`config.mk`:
```
export PLATFORM = sky130hd
export DESIGN_NAME = beep_tone_noise_generator
export DESIGN_NICKNAME = d
export VERILOG_FILES = /design/src/rtl/btng_pkg.sv /design/src/rtl/btng_ctrl.sv /design/src/rtl/btng_dp.sv /design/src/rtl/beep_tone_noise_generator.sv
export SDC_FILE = /design/constraint.sdc
export NUM_CORES = 1
export LEC_CHECK = 0
export ABC_CLOCK_PERIOD_IN_PS = 4870
export BUFFER_PORTS_ARGS = -buffer_cell sky130_fd_sc_hd__buf_2
export CAP_MARGIN = 0
export CORE_MARGIN = 4
export CORE_UTILIZATION = 30
export CTS_CLUSTER_DIAMETER = 50
export DETAILED_ROUTE_END_ITERATION = 10
export PLACE_DENSITY = 0.48
export SETUP_SLACK_MARGIN = 0.02
export SYNTH_ARGS = -nofsm -noshare
export SYNTH_HDL_FRONTEND = slang
export SYNTH_SLANG_ARGS = --single-unit
```
`constraint.sdc`:
```
create_clock -name clk -period 4.87 [get_ports clk]
set_clock_uncertainty 0.05 [all_clocks]
set_input_delay 0.974 -clock clk [delete_from_list [all_inputs] [get_ports clk]]
set_output_delay 0.974 -clock clk [all_outputs]
set_load 0.03 [all_outputs]
```
`src/rtl/btng_pkg.sv`:
```
// shared types and constants of the beep tone / noise generator
// no dependencies; imported by the controller, datapath and top level
`timescale 1ns / 1ps

package btng_pkg;

  // item kinds carried in the operation field
  typedef enum logic [1:0] {
    OP_TICK   = 2'd0,
    OP_BEEP   = 2'd1,
    OP_ENABLE = 2'd2,
    OP_STOP   = 2'd3
  } op_t;

  // field widths
  localparam int FREQ_W  = 14;
  localparam int DUR_W   = 12;
  localparam int HZ_W    = 13;   // saturated frequency, 0..8000
  localparam int MS_W    = 11;   // saturated duration, 1..2000
  localparam int RATE_W  = 17;   // sample rate up to 96000
  localparam int RQ_W    = 7;    // rate / 1000, up to 96
  localparam int RR_W    = 10;   // rate % 1000
  localparam int MR_W    = MS_W + RR_W;   // ms * (rate % 1000)
  localparam int NSUM_W  = 18;   // ms * rate / 1000, up to 192000
  localparam int FRAC_W  = 11;   // ms * (rate % 1000) / 1000, up to 1998
  localparam int RECIP_W = 20;
  localparam int RP_W    = MR_W + RECIP_W;
  localparam int RECIP_SH = 29;
  localparam int LEFT_W  = 17;
  localparam int PER_W   = 12;
  localparam int LFSR_W  = 16;
  localparam int SAMP_W  = 16;
  localparam int CNT_W   = 5;    // divider step counter

  localparam int IN_DATA_W  = 32;
  localparam int OUT_DATA_W = 24;

  localparam int MS_PER_S = 1000;

  // limits and constants
  localparam logic [HZ_W-1:0]   MAX_HZ     = 13'd8000;
  localparam logic [HZ_W-1:0]   MIN_DIV_HZ = 13'd20;
  localparam logic [MS_W-1:0]   MAX_MS     = 11'd2000;
  localparam logic [MS_W-1:0]   MIN_MS     = 11'd1;
  // ceil(2^29 / 1000): exact floor division by 1000 for any 21-bit value
  localparam logic [RECIP_W-1:0] RECIP_1000 = 20'd536871;
  localparam logic [LEFT_W-1:0] MAX_LEFT   = 17'h1FFFF;
  localparam logic [PER_W-1:0]  MAX_PERIOD = 12'd4095;
  localparam logic [PER_W-1:0]  MIN_PERIOD = 12'd2;
  localparam logic [LFSR_W-1:0] LFSR_SEED  = 16'hACE1;
  localparam logic [LFSR_W-1:0] LFSR_TAPS  = 16'hB400;
  localparam logic [LFSR_W-1:0] LFSR_RST   = 16'h0001;
  localparam logic signed [SAMP_W-1:0] AMP = 16'sd22000;
  localparam logic [CNT_W-1:0]  DIV_STEPS  = 5'(RATE_W);

  // commands from the controller to the datapath
  typedef struct packed {
    logic accept;     // input transfer this cycle
    logic mul;        // register duration times rate quotient and remainder
    logic recip;      // register remainder product / 1000
    logic store_n;    // write sample count, reset phase, set mode
    logic load_p;     // start divider on rate / frequency
    logic store_p;    // write tone period
    logic step;       // one divider step
    logic out_load;   // move result into the output register
  } btng_cmd_t;

  // status from the datapath to the controller
  typedef struct packed {
    op_t  op;         // operation of the offered item
    logic hz_zero;    // latched beep asks for noise
    logic div_done;   // divider idle
  } btng_sts_t;

endpackage

```
`src/rtl/btng_ctrl.sv`:
```
// controller state machine of the beep tone / noise generator
// depends on btng_pkg; drives btng_dp through command and status structs
`timescale 1ns / 1ps

module btng_ctrl
  import btng_pkg::*;
(
  input  logic      clk,
  input  logic      rst,
  input  logic      s_tvalid,
  output logic      s_tready,
  output logic      m_tvalid,
  input  logic      m_tready,
  input  btng_sts_t sts,
  output btng_cmd_t cmd
);

  typedef enum logic [2:0] {
    S_IDLE,
    S_EMIT,
    S_MUL,
    S_RECIP,
    S_STORE_N,
    S_LOAD_P,
    S_DIV_P
  } state_t;

  state_t state;
  state_t state_next;
  logic   m_tvalid_next;

  assign s_tready = (state == S_IDLE);

  // command decode and next state
  always_comb begin
    cmd           = '0;
    state_next    = state;
    m_tvalid_next = m_tvalid && !m_tready;
    unique case (state)
      S_IDLE: begin
        if (s_tvalid) begin
          cmd.accept = 1'b1;
          unique case (sts.op)
            OP_TICK:   state_next = S_EMIT;
            OP_BEEP:   state_next = S_MUL;
            OP_ENABLE: state_next = S_IDLE;
            OP_STOP:   state_next = S_IDLE;
            default:   state_next = S_IDLE;
          endcase
        end
      end
      S_EMIT: begin
        if (!m_tvalid || m_tready) begin
          cmd.out_load  = 1'b1;
          m_tvalid_next = 1'b1;
          state_next    = S_IDLE;
        end
      end
      S_MUL: begin
        cmd.mul    = 1'b1;
        state_next = S_RECIP;
      end
      S_RECIP: begin
        cmd.recip  = 1'b1;
        state_next = S_STORE_N;
      end
      S_STORE_N: begin
        cmd.store_n = 1'b1;
        state_next  = sts.hz_zero ? S_IDLE : S_LOAD_P;
      end
      S_LOAD_P: begin
        cmd.load_p = 1'b1;
        state_next = S_DIV_P;
      end
      S_DIV_P: begin
        cmd.step = 1'b1;
        if (sts.div_done) begin
          cmd.store_p = 1'b1;
          state_next  = S_IDLE;
        end
      end
      default: state_next = S_IDLE;
    endcase
  end

  // state and output valid
  always_ff @(posedge clk) begin
    if (rst) begin
      state    <= S_IDLE;
      m_tvalid <= 1'b0;
    end else begin
      state    <= state_next;
      m_tvalid <= m_tvalid_next;
    end
  end

endmodule

```
`src/rtl/btng_dp.sv`:
```
// datapath of the beep tone / noise generator: playback state, tick
// sample logic, sample count setup, restoring divider and output register; uses btng_pkg
`timescale 1ns / 1ps

module btng_dp
  import btng_pkg::*;
#(
  parameter int SAMPLE_RATE = 44100
) (
  input  logic                  clk,
  input  logic                  rst,
  input  logic [IN_DATA_W-1:0]  s_tdata,
  output logic [OUT_DATA_W-1:0] m_tdata,
  input  btng_cmd_t             cmd,
  output btng_sts_t             sts
);

  localparam logic [RATE_W-1:0] RATE_V   = RATE_W'(SAMPLE_RATE);
  localparam logic [RQ_W-1:0]   RATE_Q_V = RQ_W'(SAMPLE_RATE / MS_PER_S);
  localparam logic [RR_W-1:0]   RATE_R_V = RR_W'(SAMPLE_RATE % MS_PER_S);

  // input fields
  logic [1:0]        in_op;
  logic [FREQ_W-1:0] in_freq;
  logic [DUR_W-1:0]  in_dur;
  logic              in_en;

  assign in_op   = s_tdata[1:0];
  assign in_freq = s_tdata[15:2];
  assign in_dur  = s_tdata[27:16];
  assign in_en   = s_tdata[28];

  // playback state
  logic              sound_enabled;
  logic [LEFT_W-1:0] samples_left;
  logic [PER_W-1:0]  phase_count;
  logic [PER_W-1:0]  period_len;
  logic              noise_mode;
  logic [LFSR_W-1:0] noise_lfsr;

  // beep setup registers
  logic [HZ_W-1:0]   hz_sat;
  logic [MS_W-1:0]   ms_sat;
  logic              hz_zero;
  logic [NSUM_W-1:0] n_base;
  logic [MR_W-1:0]   ms_rem;
  logic [FRAC_W-1:0] n_frac;

  // divider
  logic [RATE_W-1:0] quo;
  logic [HZ_W-1:0]   rem;
  logic [HZ_W-1:0]   divisor;
  logic [CNT_W-1:0]  div_cnt;
  logic [HZ_W:0]     partial;
  logic              q_bit;

  // result registers
  logic signed [SAMP_W-1:0] res_sample;
  logic                     res_playing;
  logic signed [SAMP_W-1:0] out_sample;
  logic                     out_playing;

  assign sts.op       = op_t'(in_op);
  assign sts.hz_zero  = hz_zero;
  assign sts.div_done = (div_cnt == '0);

  // saturation of the beep fields
  logic [HZ_W-1:0] hz_in_sat;
  logic [MS_W-1:0] ms_in_sat;
  always_comb begin
    hz_in_sat = (in_freq > FREQ_W'(MAX_HZ)) ? MAX_HZ : in_freq[HZ_W-1:0];
    if (in_dur == '0)
      ms_in_sat = MIN_MS;
    else if (in_dur > DUR_W'(MAX_MS))
      ms_in_sat = MAX_MS;
    else
      ms_in_sat = in_dur[MS_W-1:0];
  end

  // tick evaluation
  logic              tick_run;
  logic [PER_W-1:0]  p_eff;
  logic [PER_W-1:0]  ph;
  logic [PER_W-1:0]  ph_inc;
  logic [PER_W-1:0]  ph_new;
  logic              tone_hi;
  logic [LFSR_W-1:0] lfsr_new;
  logic [LEFT_W-1:0] left_dec;
  always_comb begin
    tick_run = sound_enabled && (samples_left != '0);
    p_eff    = (period_len < MIN_PERIOD) ? MIN_PERIOD : period_len;
    ph       = (phase_count >= p_eff) ? '0 : phase_count;
    tone_hi  = (ph < (p_eff >> 1));
    ph_inc   = ph + PER_W'(1);
    ph_new   = (ph_inc >= p_eff) ? '0 : ph_inc;
    lfsr_new = (noise_lfsr >> 1) ^ (noise_lfsr[0] ? LFSR_TAPS : '0);
    left_dec = samples_left - LEFT_W'(1);
  end

  // sample count: ms * (rate / 1000) + (ms * (rate % 1000)) / 1000,
  // the division by 1000 done as a reciprocal multiply
  logic [RP_W-1:0]   recip_prod;
  logic [NSUM_W-1:0] n_sum;
  logic [LEFT_W-1:0] n_sat;
  always_comb begin
    recip_prod = RP_W'(ms_rem) * RP_W'(RECIP_1000);
    n_sum      = n_base + NSUM_W'(n_frac);
    n_sat      = (n_sum > NSUM_W'(MAX_LEFT)) ? MAX_LEFT : n_sum[LEFT_W-1:0];
  end

  // divider step
  always_comb begin
    partial = {rem, quo[RATE_W-1]};
    q_bit   = (partial >= {1'b0, divisor});
  end

  // period saturation
  logic [PER_W-1:0]  p_sat;
  always_comb begin
    if (quo < RATE_W'(MIN_PERIOD))
      p_sat = MIN_PERIOD;
    else if (quo > RATE_W'(MAX_PERIOD))
      p_sat = MAX_PERIOD;
    else
      p_sat = quo[PER_W-1:0];
  end

  // playback state registers
  always_ff @(posedge clk) begin
    if (rst) begin
      sound_enabled <= 1'b1;
      samples_left  <= '0;
      phase_count   <= '0;
      period_len    <= '0;
      noise_mode    <= 1'b0;
      noise_lfsr    <= LFSR_RST;
    end else begin
      if (cmd.accept) begin
        unique case (op_t'(in_op))
          OP_TICK: begin
            if (tick_run) begin
              samples_left <= left_dec;
              if (noise_mode)
                noise_lfsr <= lfsr_new;
              else
                phase_count <= ph_new;
            end
          end
          OP_ENABLE: begin
            sound_enabled <= in_en;
            if (!in_en)
              samples_left <= '0;
          end
          OP_STOP:  samples_left <= '0;
          OP_BEEP:  ;
          default:  ;
        endcase
      end
      if (cmd.store_n) begin
        samples_left <= n_sat;
        phase_count  <= '0;
        if (hz_zero) begin
          noise_mode <= 1'b1;
          noise_lfsr <= LFSR_SEED;
          period_len <= MIN_PERIOD;
        end else begin
          noise_mode <= 1'b0;
        end
      end
      if (cmd.store_p)
        period_len <= p_sat;
    end
  end

  // divider control counter
  always_ff @(posedge clk) begin
    if (rst) begin
      div_cnt <= '0;
    end else if (cmd.load_p) begin
      div_cnt <= DIV_STEPS;
    end else if (cmd.step && div_cnt != '0) begin
      div_cnt <= div_cnt - CNT_W'(1);
    end
  end

  // beep setup and divider payload
  always_ff @(posedge clk) begin
    if (cmd.accept) begin
      hz_sat  <= hz_in_sat;
      ms_sat  <= ms_in_sat;
      hz_zero <= (hz_in_sat == '0);
    end
    if (cmd.mul) begin
      n_base <= NSUM_W'(ms_sat) * NSUM_W'(RATE_Q_V);
      ms_rem <= MR_W'(ms_sat) * MR_W'(RATE_R_V);
    end
    if (cmd.recip)
      n_frac <= recip_prod[RECIP_SH +: FRAC_W];
    if (cmd.load_p) begin
      quo     <= RATE_V;
      rem     <= '0;
      divisor <= (hz_sat < MIN_DIV_HZ) ? MIN_DIV_HZ : hz_sat;
    end else if (cmd.step && div_cnt != '0) begin
      quo <= {quo[RATE_W-2:0], q_bit};
      rem <= q_bit ? HZ_W'(partial - {1'b0, divisor}) : partial[HZ_W-1:0];
    end
  end

  // tick result and output register
  always_ff @(posedge clk) begin
    if (cmd.accept) begin
      if (tick_run) begin
        if (noise_mode)
          res_sample <= noise_lfsr[0] ? AMP : -AMP;
        else
          res_sample <= tone_hi ? AMP : -AMP;
        res_playing <= (left_dec != '0);
      end else begin
        res_sample  <= '0;
        res_playing <= (samples_left != '0);
      end
    end
    if (cmd.out_load) begin
      out_sample  <= res_sample;
      out_playing <= res_playing;
    end
  end

  assign m_tdata = {7'b0, out_playing, out_sample};

endmodule

```
`src/rtl/beep_tone_noise_generator.sv`:
```
// Beep tone / noise generator, top level: btng_ctrl and btng_dp
// depends on btng_pkg
//
// Usage:
//   Slave stream takes items: a sample tick, a beep request, a sound enable
//   write or a stop. Only a tick makes a transfer on the master stream
//   (one signed sample and a still-playing flag).
//   A tick is accepted, then the result is moved into the output register
//   and m_tvalid rises once that register is free. Enable and stop finish
//   on acceptance. A beep request runs a multiply, a reciprocal multiply
//   for the division by 1000 and a load of the sample count, then, for a
//   tone, a 17-step restoring divider for rate / frequency.
//   The input side takes a new item while a result waits in the output
//   register; a following tick is computed and then held until the
//   receiver takes the waiting result, so a stalled receiver stops input
//   after one tick.
//   Reset: sound enabled, nothing playing, output empty, LFSR at 1.
`timescale 1ns / 1ps

module beep_tone_noise_generator
  import btng_pkg::*;
#(
  parameter int SAMPLE_RATE = 44100
) (
  input  logic                  clk,
  input  logic                  rst,
  input  logic                  s_tvalid,
  output logic                  s_tready,
  // operation[1:0], req_freq[15:2], duration_ms[27:16], enable_value[28]
  input  logic [IN_DATA_W-1:0]  s_tdata,
  output logic                  m_tvalid,
  input  logic                  m_tready,
  // sample[15:0] signed, still_playing[16]
  output logic [OUT_DATA_W-1:0] m_tdata
);

  btng_cmd_t cmd;
  btng_sts_t sts;

  // sequencing
  btng_ctrl u_ctrl (
    .clk      (clk),
    .rst      (rst),
    .s_tvalid (s_tvalid),
    .s_tready (s_tready),
    .m_tvalid (m_tvalid),
    .m_tready (m_tready),
    .sts      (sts),
    .cmd      (cmd)
  );

  // state, divider and output register
  btng_dp #(
    .SAMPLE_RATE (SAMPLE_RATE)
  ) u_dp (
    .clk     (clk),
    .rst     (rst),
    .s_tdata (s_tdata),
    .m_tdata (m_tdata),
    .cmd     (cmd),
    .sts     (sts)
  );

endmodule

```
==> insert_results.sql <==
INSERT INTO impl_metrics (metric_group, metric, value, unit) VALUES
('grt', 'wire_length_of_the_first_global_routing_pass', '57300', 'µm'),
('finish', 'number_of_antenna_repair_diodes', '0', ''),
('drt', 'drt_first_pass_iters', '5', ''),
('worst_setup_path', 'timing.critical_path.mode_cell', 'fa_2', ''),
('run_status', 'outcome', 'finished, violations left', ''),
('synthesis', 'ys_dominant_reg_cell', 'dfxtp_1', ''),
('cts', 'cts_tree', 'done', ''),
('worst_setup_path', 'kind_of_end_point_of_the_critical_path', 'flop', ''),
('drt', 'iteration_0_drc_markers', '533', ''),
('worst_setup_path', 'cpMaxStageDelayCell', 'fa_2', ''),
('synthesis', 'post_synth.cell_area_avg', '9.34', 'µm²'),
('synthesis', 'synthMuxAreaShare', '0.797', '%'),
('run_status', 'violations', 'negative setup slack', ''),
('cts', 'clock_latency_on_the_worst_skew_pair', '0.45', 'ns'),
('placement', 'port_buf_inserts', '47', ''),
('sta', 'timing.final.crit_share', '108', '%'),
('worst_setup_path', 'r2r_slack', '-0.40', 'ns'),
('sta', 'finalMaxSlewViolations', '0', ''),
('hold_path', 'whs_path_depth', '0', ''),
('power', 'ir_worst_vdd', '335', 'µV'),
('synthesis', 'synthesis.area', '0.0154', 'mm²'),
('power', 'leakage', '8.00', 'nW'),
('grt', 'grt_antenna_before_repair', '0', ''),
('drt', 'final_antenna_net_count', '0', ''),
('sta', 'timing.final.ws_setup', '-0.398', 'ns'),
('worst_setup_path', 'worst_r2r_path_depth', '17', ''),
('synthesis', 'synth.top_cells.by_count', '264 x ha_1, 218 x inv_1, 140 x nand2_1', ''),
('synthesis', 'synth_top_cells_by_area', 'ha_1 21%, edfxtp_1 17%, dfxtp_1 13%, fa_1 10%, inv_1 5.3%', ''),
('synthesis', 'xor_xnor_portion_of_the_synthesized_cell_area', '3.64', '%'),
('grt', 'grtUsageTotal', '12.8', '%'),
('drt', 'drc_errors', '0', ''),
('placement', 'placed_area', '0.0167', 'mm²'),
('drt', 'post_drt_via_cell_ratio', '4.69', ''),
('worst_setup_path', 'cp_top_family', 'adder cells', ''),
('worst_setup_path', 'series_of_cell_instances_along_the_critical_path', 'buf_6 > fa_1 > inv_2 > fa_2 > fa_1 > inv_2 > fa_2 > fa_2 > fa_2 > ha_4 > and2_4 > o21ai_2 > o31ai_4 > o41a_1 > a21o_1 > a21oi_2 > xnor2_1', ''),
('floorplan', 'initial_standard_cell_utilization_of_the_core', '30.5', '%'),
('worst_setup_path', 'worst-path-buf-inv', '3', ''),
('floorplan', 'standard_cell_row_count', '82', ''),
('grt', 'grt_max_degree', '44', ''),
('placement', 'dp_hpwl', '27200', 'µm'),
('synthesis', 'synth_top_area_cell', 'ha_1', ''),
('floorplan', 'design.core.area', '0.0505', 'mm²'),
('sta', 'finalSetupTns', '-2.42', 'ns'),
('synthesis', 'synth_enable_flop_cells', '85', ''),
('worst_setup_path', 'cp.required', '5.02', 'ns'),
('cts', 'cts_inserted_buffers', '17', ''),
('cts', 'cts_buffer_depth', '2', ''),
('floorplan', 'num_io_pins', '62', ''),
('cts', 'worst_setup_hold_path_clk_slew', '0.07', 'ns'),
('synthesis', 'combinational_family_with_the_most_area_after_synthesis', 'adder cells', ''),
('worst_setup_path', 'critical_path_peak_fanout', '4', ''),
('synthesis', 'synth.distinct_cells', '75', ''),
('hold_path', 'holdCritStartpoint', 'u_dp.res_playing$_DFFE_PP_', ''),
('power', 'cellPowerDensity', '421', 'mW/mm²'),
('worst_setup_path', 'timing.rr.end', 'u_dp.n_frac[6]$_DFFE_PN_', ''),
('synthesis', 'netlist_instances', '1647', ''),
('drt', 'via_count', '11400', ''),
('synthesis', 'synth_adder_area_share', '31.5', '%'),
('worst_setup_path', 'cp.arrival', '5.41', 'ns'),
('cts', 'hold_buffers_post_cts', '0', ''),
('placement', 'numPlacedInstances', '2377', ''),
('sta', 'hold-worst-slack', '0.370', 'ns'),
('sta', 'timing.final.setup_violations', '9', ''),
('synthesis', 'synth_compound_gate_area_share', '12.8', '%'),
('sta', 'rsz_0062_raised_after_global_routing', 'true', ''),
('cts', 'htree_num_levels', '4', ''),
('worst_setup_path', 'timing_worst_setup_path_type', 'flop to flop', ''),
('drt', 'detail_route.wl_per_cell', '14.3', 'µm'),
('synthesis', 'ys_warn_count', '0', ''),
('sta', 'max_slew_margin', '31.7', '%'),
('synthesis', 'yosysTopAreaCellShare', '21.5', '%');
## worst register-to-register path, stage by stage (launching register included)
cell	delay, ns
edfxtp_1	0.40
buf_6	0.15
fa_1	0.49
inv_2	0.04
fa_2	0.54
fa_1	0.42
inv_2	0.07
fa_2	0.44
fa_2	0.40
fa_2	0.55
ha_4	0.21
and2_4	0.15
o21ai_2	0.16
o31ai_4	0.11
o41a_1	0.41
a21o_1	0.20
a21oi_2	0.13
xnor2_1	0.08
## layout make-up
type | instances | area [µm²]
flip-flops and latches | 183 | 4510
fillers | 5241 | 32800
clock inverters | 14 | 144
repair buffers | 133 | 888
well taps | 672 | 841
multi-input cells | 1184 | 10100
inverters | 219 | 822
clock buffers | 18 | 439
## metrics by stage
stage	utilization [%]	setup slack, ns
final	35.1	-0.398
after floorplan	-	-0.228
after CTS	34.7	-0.406
after global routing	35.1	-0.551
after global placement	33.1	-0.639
after detailed placement	33.1	-0.587
## cell families (layout without fill, tap and decap cells)
group | count (synthesis) | in the layout
flops | 183 | 183
simple gates | 435 | 435
xor+xnor | 64 | 64
other cells | 1 | 11
mux | 12 | 12
buf+inv | 290 | 384
fa+ha+maj | 341 | 341
compound gates | 321 | 321
## repair_timing
item,CTS,global route
resized for setup,21,32
buffers inserted,10,4
pin swaps,26,26
endpoints found under the setup margin,9,21
## cell usage in the layout, fill, tap and decap left out, types with 6 or more instances in the layout
cell,count
xor2_1,25
inv_1,212
dfxtp_1,98
edfxtp_1,85
ha_4,12
inv_2,7
nand3_1,35
a21oi_1,118
a31oi_1,14
mux2i_1,10
a21o_1,27
a211oi_1,12
nand4_1,12
conb_1,11
and3_1,9
or3_1,7
ha_1,250
o21ai_0,66
or2_2,16
fa_2,9
o211ai_1,10
buf_4,84
and2_1,27
nor2b_1,12
o31ai_1,10
nand2_1,139
fa_1,68
nor3_1,36
xnor2_1,39
a21oi_2,6
clkinv_4,7
nor4_1,14
nor2_1,74
nand2b_1,13
clkbuf_16,17
buf_2,47
o21a_1,8
## worst max path at each step
stage | start | slack, ns | to | cells after the start
finish | u_dp.ms_rem[16]$_DFFE_PP_ | -0.40 | u_dp.n_frac[6]$_DFFE_PN_ | 17
global route | u_dp.ms_rem[16]$_DFFE_PP_ | -0.55 | u_dp.n_frac[6]$_DFFE_PN_ | 17
CTS | u_dp.ms_rem[16]$_DFFE_PP_ | -0.41 | u_dp.n_frac[6]$_DFFE_PN_ | 18
detailed placement | u_dp.ms_rem[16]$_DFFE_PP_ | -0.59 | u_dp.n_frac[7]$_DFFE_PN_ | 18
global placement | u_dp.ms_rem[16]$_DFFE_PP_ | -0.64 | u_dp.n_frac[6]$_DFFE_PN_ | 18
floorplan | u_dp.ms_rem[16]$_DFFE_PP_ | -0.23 | u_dp.n_frac[6]$_DFFE_PN_ | 16
## sequential cells by signal, indices dropped and copies added (netlist names), 9 cells and up
| register | cells |
|---|---|
| u_dp.rem | 13 |
| u_dp.ms_sat | 11 |
| u_dp.divisor | 13 |
| u_dp.quo | 17 |
| u_dp.period_len | 12 |
| u_dp.noise_lfsr | 16 |
| u_dp.phase_count | 12 |
| u_dp.hz_sat | 13 |
| u_dp.samples_left | 17 |
| u_dp.n_base | 14 |
| u_dp.ms_rem | 16 |
| u_dp.n_frac | 9 |
## routing by layer
metal  vias up  share of wire (%)
li1       5857                  -
met2       106                 46
met4         0               0.66
met3        18                2.2
met5         -                  0
met1      5378                 51
## power breakdown
group / total (mW) / switching [mW] / internal (mW)
sequential: 1.85 / 0.0858 / 1.77
clock: 1.38 / 0.650 / 0.732
combinational: 4.21 / 2.20 / 2.01
total: 7.45 / 2.93 / 4.51
Power figures use the tool's default switching activity.
